[src/sv/mtca_pkg.sv]
// ----------------------------------------------------------------------------
// mtca_pkg
// Shared constants, types and state codes of the multi-tap chorus averager.
// ----------------------------------------------------------------------------
package mtca_pkg;

   localparam int DELAY_DEPTH = 4096;
   localparam int MAX_VOICES  = 16;

   localparam int SAMPLE_W   = 16;
   localparam int LEN_FLD_W  = 13;
   localparam int VC_FLD_W   = 5;
   localparam int CSR_DATA_W = 13;
   localparam int CSR_IDX_W  = 2;

   localparam int ADDR_W  = $clog2(DELAY_DEPTH);
   localparam int POS_W   = ADDR_W + 1;
   localparam int VOICE_W = $clog2(MAX_VOICES + 1);
   localparam int SUM_W   = SAMPLE_W + $clog2(MAX_VOICES);
   localparam int DIV_W   = (SUM_W > POS_W) ? SUM_W : POS_W;
   localparam int DCNT_W  = $clog2(DIV_W + 1);

   typedef enum logic [CSR_IDX_W-1:0] {
      REG_ENABLED      = 2'd0,
      REG_DELAY_LENGTH = 2'd1,
      REG_VOICE_COUNT  = 2'd2
   } reg_index_type;

   typedef enum logic [2:0] {
      ST_IDLE,
      ST_WRITE,
      ST_SPACE,
      ST_READ,
      ST_ACC,
      ST_AVG,
      ST_OUT
   } state_type;

   typedef struct packed {
      logic               enabled;
      logic [POS_W-1:0]   length;
      logic [VOICE_W-1:0] voices;
      logic               pos_clear;
   } cfg_type;

   typedef struct packed {
      logic               start;
      logic [DIV_W-1:0]   dividend;
      logic [VOICE_W-1:0] divisor;
   } div_req_type;

   typedef struct packed {
      logic             done;
      logic [DIV_W-1:0] quotient;
   } div_rsp_type;

endpackage

[src/sv/mtca_div.sv]
// ----------------------------------------------------------------------------
// mtca_div
// Shared restoring divider, one quotient bit per cycle, unsigned operands.
// ----------------------------------------------------------------------------
module mtca_div (
   input  logic                 clock,
   input  logic                 reset,
   input  mtca_pkg::div_req_type div_req,
   output mtca_pkg::div_rsp_type div_rsp
);
   import mtca_pkg::*;

   logic                busy_ff, busy_in;
   logic                done_ff, done_in;
   logic [DCNT_W-1:0]   cnt_ff, cnt_in;
   logic [VOICE_W-1:0]  rem_ff, rem_in;
   logic [DIV_W-1:0]    quo_ff, quo_in;
   logic [VOICE_W-1:0]  dvs_ff, dvs_in;
   logic [VOICE_W:0]    trial;
   logic [VOICE_W:0]    diff;
   logic                ge;

   always_comb begin
      trial   = {rem_ff, quo_ff[DIV_W-1]};
      diff    = trial - {1'b0, dvs_ff};
      ge      = (trial >= {1'b0, dvs_ff});
      busy_in = busy_ff;
      done_in = 1'b0;
      cnt_in  = cnt_ff;
      rem_in  = rem_ff;
      quo_in  = quo_ff;
      dvs_in  = dvs_ff;
      if (div_req.start) begin
         busy_in = 1'b1;
         cnt_in  = DCNT_W'(DIV_W);
         rem_in  = '0;
         quo_in  = div_req.dividend;
         dvs_in  = div_req.divisor;
      end else if (busy_ff) begin
         rem_in = ge ? diff[VOICE_W-1:0] : trial[VOICE_W-1:0];
         quo_in = {quo_ff[DIV_W-2:0], ge};
         cnt_in = cnt_ff - 1'b1;
         if (cnt_ff == DCNT_W'(1)) begin
            busy_in = 1'b0;
            done_in = 1'b1;
         end
      end
   end

   always_ff @(posedge clock) begin
      if (reset) begin
         busy_ff <= 1'b0;
         done_ff <= 1'b0;
         cnt_ff  <= '0;
      end else begin
         busy_ff <= busy_in;
         done_ff <= done_in;
         cnt_ff  <= cnt_in;
      end
   end

   always_ff @(posedge clock) begin
      rem_ff <= rem_in;
      quo_ff <= quo_in;
      dvs_ff <= dvs_in;
   end

   assign div_rsp.done     = done_ff;
   assign div_rsp.quotient = quo_ff;
endmodule

[config.mk]
export PLATFORM = sky130hd
export DESIGN_NAME = mtca_div
export DESIGN_NICKNAME = d
export VERILOG_FILES = /design/src/sv/mtca_pkg.sv /design/src/sv/mtca_div.sv
export SDC_FILE = /design/constraint.sdc
export NUM_CORES = 1
export LEC_CHECK = 0
export BUFFER_PORTS_ARGS = -buffer_cell sky130_fd_sc_hd__buf_2
export CAP_MARGIN = 25
export CORE_ASPECT_RATIO = 1.25
export CORE_MARGIN = 1
export CORE_UTILIZATION = 46
export CTS_CLUSTER_DIAMETER = 50
export DETAILED_ROUTE_END_ITERATION = 6
export GPL_ROUTABILITY_DRIVEN = 0
export GPL_TIMING_DRIVEN = 1
export HOLD_SLACK_MARGIN = 0.08
export PLACE_DENSITY_LB_ADDON = 0.3
export REMOVE_ABC_BUFFERS = 1
export SKIP_CTS_REPAIR_TIMING = 1
export SYNTH_ARGS = -nofsm -noshare
export SYNTH_HDL_FRONTEND = slang
export SYNTH_SLANG_ARGS = --single-unit
[constraint.sdc]
create_clock -name clock -period 1.9 [get_ports clock]
set_input_delay 0.19 -clock clock [delete_from_list [all_inputs] [get_ports clock]]
set_output_delay 0.19 -clock clock [all_outputs]
set_load 0.05 [all_outputs]
==> flow_summary.yaml <==
timing:
  skew_ns: 0.00218
  period_needed_ns: 1.96
  setup_viol: 5
  worstMarginPinSlew_ns: 0.471
  fin_crit_sh_pct: 103
  maxSlewHeadroom_pct: 68.6
  hold_violations: 0
  rsz0062_at_grt: "true"
  slew_violations: 0
  clock.fmax_ghz: 0.509
  finalWorstSetupSlack_ns: -0.0637
route:
  first_pass_iters: 6
  drc: 1
  vias_per_cell: 5.45
  vias: 1298
  drt_iter0_markers: 21
  ant_nets: 0
  routed_wl_um: 3750
  routedWlPerCell_um: 15.7
pwr:
  peakVddDrop_mv: 0.690
  powerDensity_nw_per_um2: 920
  pwr-share-comb_pct: 26.9
  leakage_nw: 0.973
  seqPwrFrac_pct: 46.8
  p_clk_share_pct: 26.3
  p_int_mw: 1.47
  power_switching_mw: 0.665
  switching_share_pct: 31.2
clocking:
  cts.htree.levels: 2
  clock_latency_ns: 0.28
  cts_buffer_depth: 2
  numCtsBuffers: 5
  cts_tree: "built"
  clk_pin_slew_ns: 0.07
  clock_sinks: 37
  cts-root-buf: "clkbuf_8"
global_routing:
  gr-total-overflow: 0
  use_met2_pct: 32.3
  grt.met3_usage_pct: 4.87
  busiest_layer: "met2"
  met1_usage_pct: 21.9
  grt_pass1_wl_um: 5730
  grt_start_max_net_pins: 23
  antenna_found_initial: 0
  grt_pass1_vias: 1245
  track_usage_pct: 18.8
floorplan:
  start_util_pct: 47.8
  rows: 25
  pin_count: 49
  core_area_um2: 3750
  die_h_um: 71.8
  die_w_um: 57.9
  dieArea_um2: 4160
synth:
  syn-instance-count: 135
  synth_ff_type: "edfxtp_1"
  avgSynthCellArea_um2: 13.3
  yosys-top-cells-count: "edfxtp_1 (25), mux2_2 (20), dfxtp_1 (12)"
  synth_area_leaders: "edfxtp_1 (42%), dfxtp_1 (13%), mux2_2 (13%), ha_1 (4.9%), xnor2_1 (2.4%)"
  synth.most_common_cell: "edfxtp_1"
  ys_types: 37
  synth_seq_cells: 37
  synth_area_leader_cell: "edfxtp_1"
  seq_area_frac_synth_pct: 55.2
  synth_edf_count: 25
  syn_area_um2: 1790
  yosys_warnings: 0
  netlist.area_leader.share_pct: 41.8
  synthArstFlopShare_pct: 0
min_path:
  hold_depth: 2
  hold_class: "input pin to flop"
critical_path:
  cp-start-kind: "flop"
  worstRegToRegCells: 8
  crit_family: "adder cells"
  worstPathMaxFanout: 3
  crit_required_ns: 1.94
  end_kind: "flop"
  worstPathBufferInverterCount: 2
  crit_chain: "inv_1, ha_2, inv_2, fa_2, a211oi_2, or2_1, nand2_2, mux2_4"
  rrSetupSlack_ns: -0.06
  cp_slowest_stage_delay_ns: 0.39
  worst-path-stages: 8
  crit_type: "flop to flop"
  crit_slowest_cell: "edfxtp_1"
  cp.arrival_ns: 2.00
finish:
  layout.cells.non_filler: 238
  multi_input_area_um2: 791
  drive_gt1_share_pct: 50.5
  diodes: 0
  syn2layout_area_growth_pct: 29.2
  fin_nets: 233
  design_area_um2: 2320
  fill_cells: 296
  regArea_um2: 991
placed_design:
  dpl_cell_area_um2: 2130
  port_buffers: 48
  dp.cells: 225
  hpwlAfterDp_um: 2660
status:
  violations: "DRC, setup timing"
  status: "complete, but fails checks"
run:
  maxCapViolations: 0
state kept, by name, summed over array words and instances, names as in the netlist:
signal	cells
busy_ff	1
cnt_ff	5
done_ff	1
dvs_ff	5
quo_ff	20
rem_ff	5
power by group through the flow:
stage                     sequential (mW)  combinational [mW]  clock [mW]
after floorplan                      1.17               0.202           0
after global placement               1.01               0.519           0
after detailed placement             1.01               0.531           0
after CTS                           0.998               0.533       0.583
after global routing                 1.01               0.604       0.612
final                               0.999               0.574       0.561
metrics by stage:
stage | total power, mW | setup slack (ns) | hold slack, ns | utilization, % | setup TNS (ns)
final | 2.13 | -0.0637 | 0.158 | 61.8 | -0.190
after global routing | 2.22 | -0.158 | 0.162 | 61.8 | -0.739
after CTS | 2.11 | -0.200 | 0.0623 | 59.1 | -0.835
after detailed placement | 1.55 | -0.173 | 0.368 | 56.7 | -0.705
after global placement | 1.53 | -0.114 | 0.367 | 56.7 | -0.319
after floorplan | 1.38 | -0.485 | 0.259 | - | -1.77
cell families (layout without fill, tap and decap cells):
group	count (synthesis)	after routing	share of synthesized area [%]
muxes	20	20	12.6
buffers and inverters	15	78	3.56
and+or+nand+nor	27	27	9.00
DFF	37	37	55.2
AOI/OAI and AO/OA	22	22	10.7
xor gates and xnor gates	6	6	2.93
adders and majority gates	8	8	6.00
routing by layer:
| metal | vias up | wire length (µm) |
|---|---|---|
| met2 | 43 | 2030 |
| met3 | 6 | 187 |
| met1 | 621 | 1470 |
| met4 | 0 | 62 |
| met5 | - | 0 |
| li1 | 628 | - |
path summary, 6_finish.rpt:
kind | from | to
worst max register to register | quo_ff[19]$_DFFE_PP_ | quo_ff[0]$_DFFE_PP_
worst min register to register | cnt_ff[1]$_SDFFE_PP0P_ | cnt_ff[1]$_SDFFE_PP0P_
worst min-delay path | reset | busy_ff$_SDFF_PP0_
worst max-delay path | quo_ff[19]$_DFFE_PP_ | quo_ff[0]$_DFFE_PP_
layout make-up:
class                           count  share of cell area (%)
Tap cell                           40                    2.16
Sequential cell                    37                    42.7
Clock buffer                        8                    3.89
Multi-Input combinational cell     83                    34.1
Inverter                            9                    1.46
Timing Repair Buffer               61                    15.7
placed cells by master (no fill, tap or decap), types with 2 or more instances in the layout:
cell type	count
a21oi_1	4
a211o_2	2
nor4b_1	2
inv_1	8
xnor2_1	5
buf_4	7
dlygate4sd3_1	5
nor3_1	4
clkbuf_1	2
nor2_1	5
clkbuf_8	6
mux2_2	19
edfxtp_1	25
o311ai_4	2
nand2_1	5
dfxtp_1	12
buf_2	48
ha_1	6
a21o_2	2
nand3b_1	3
(Power assumes the default switching activity.)
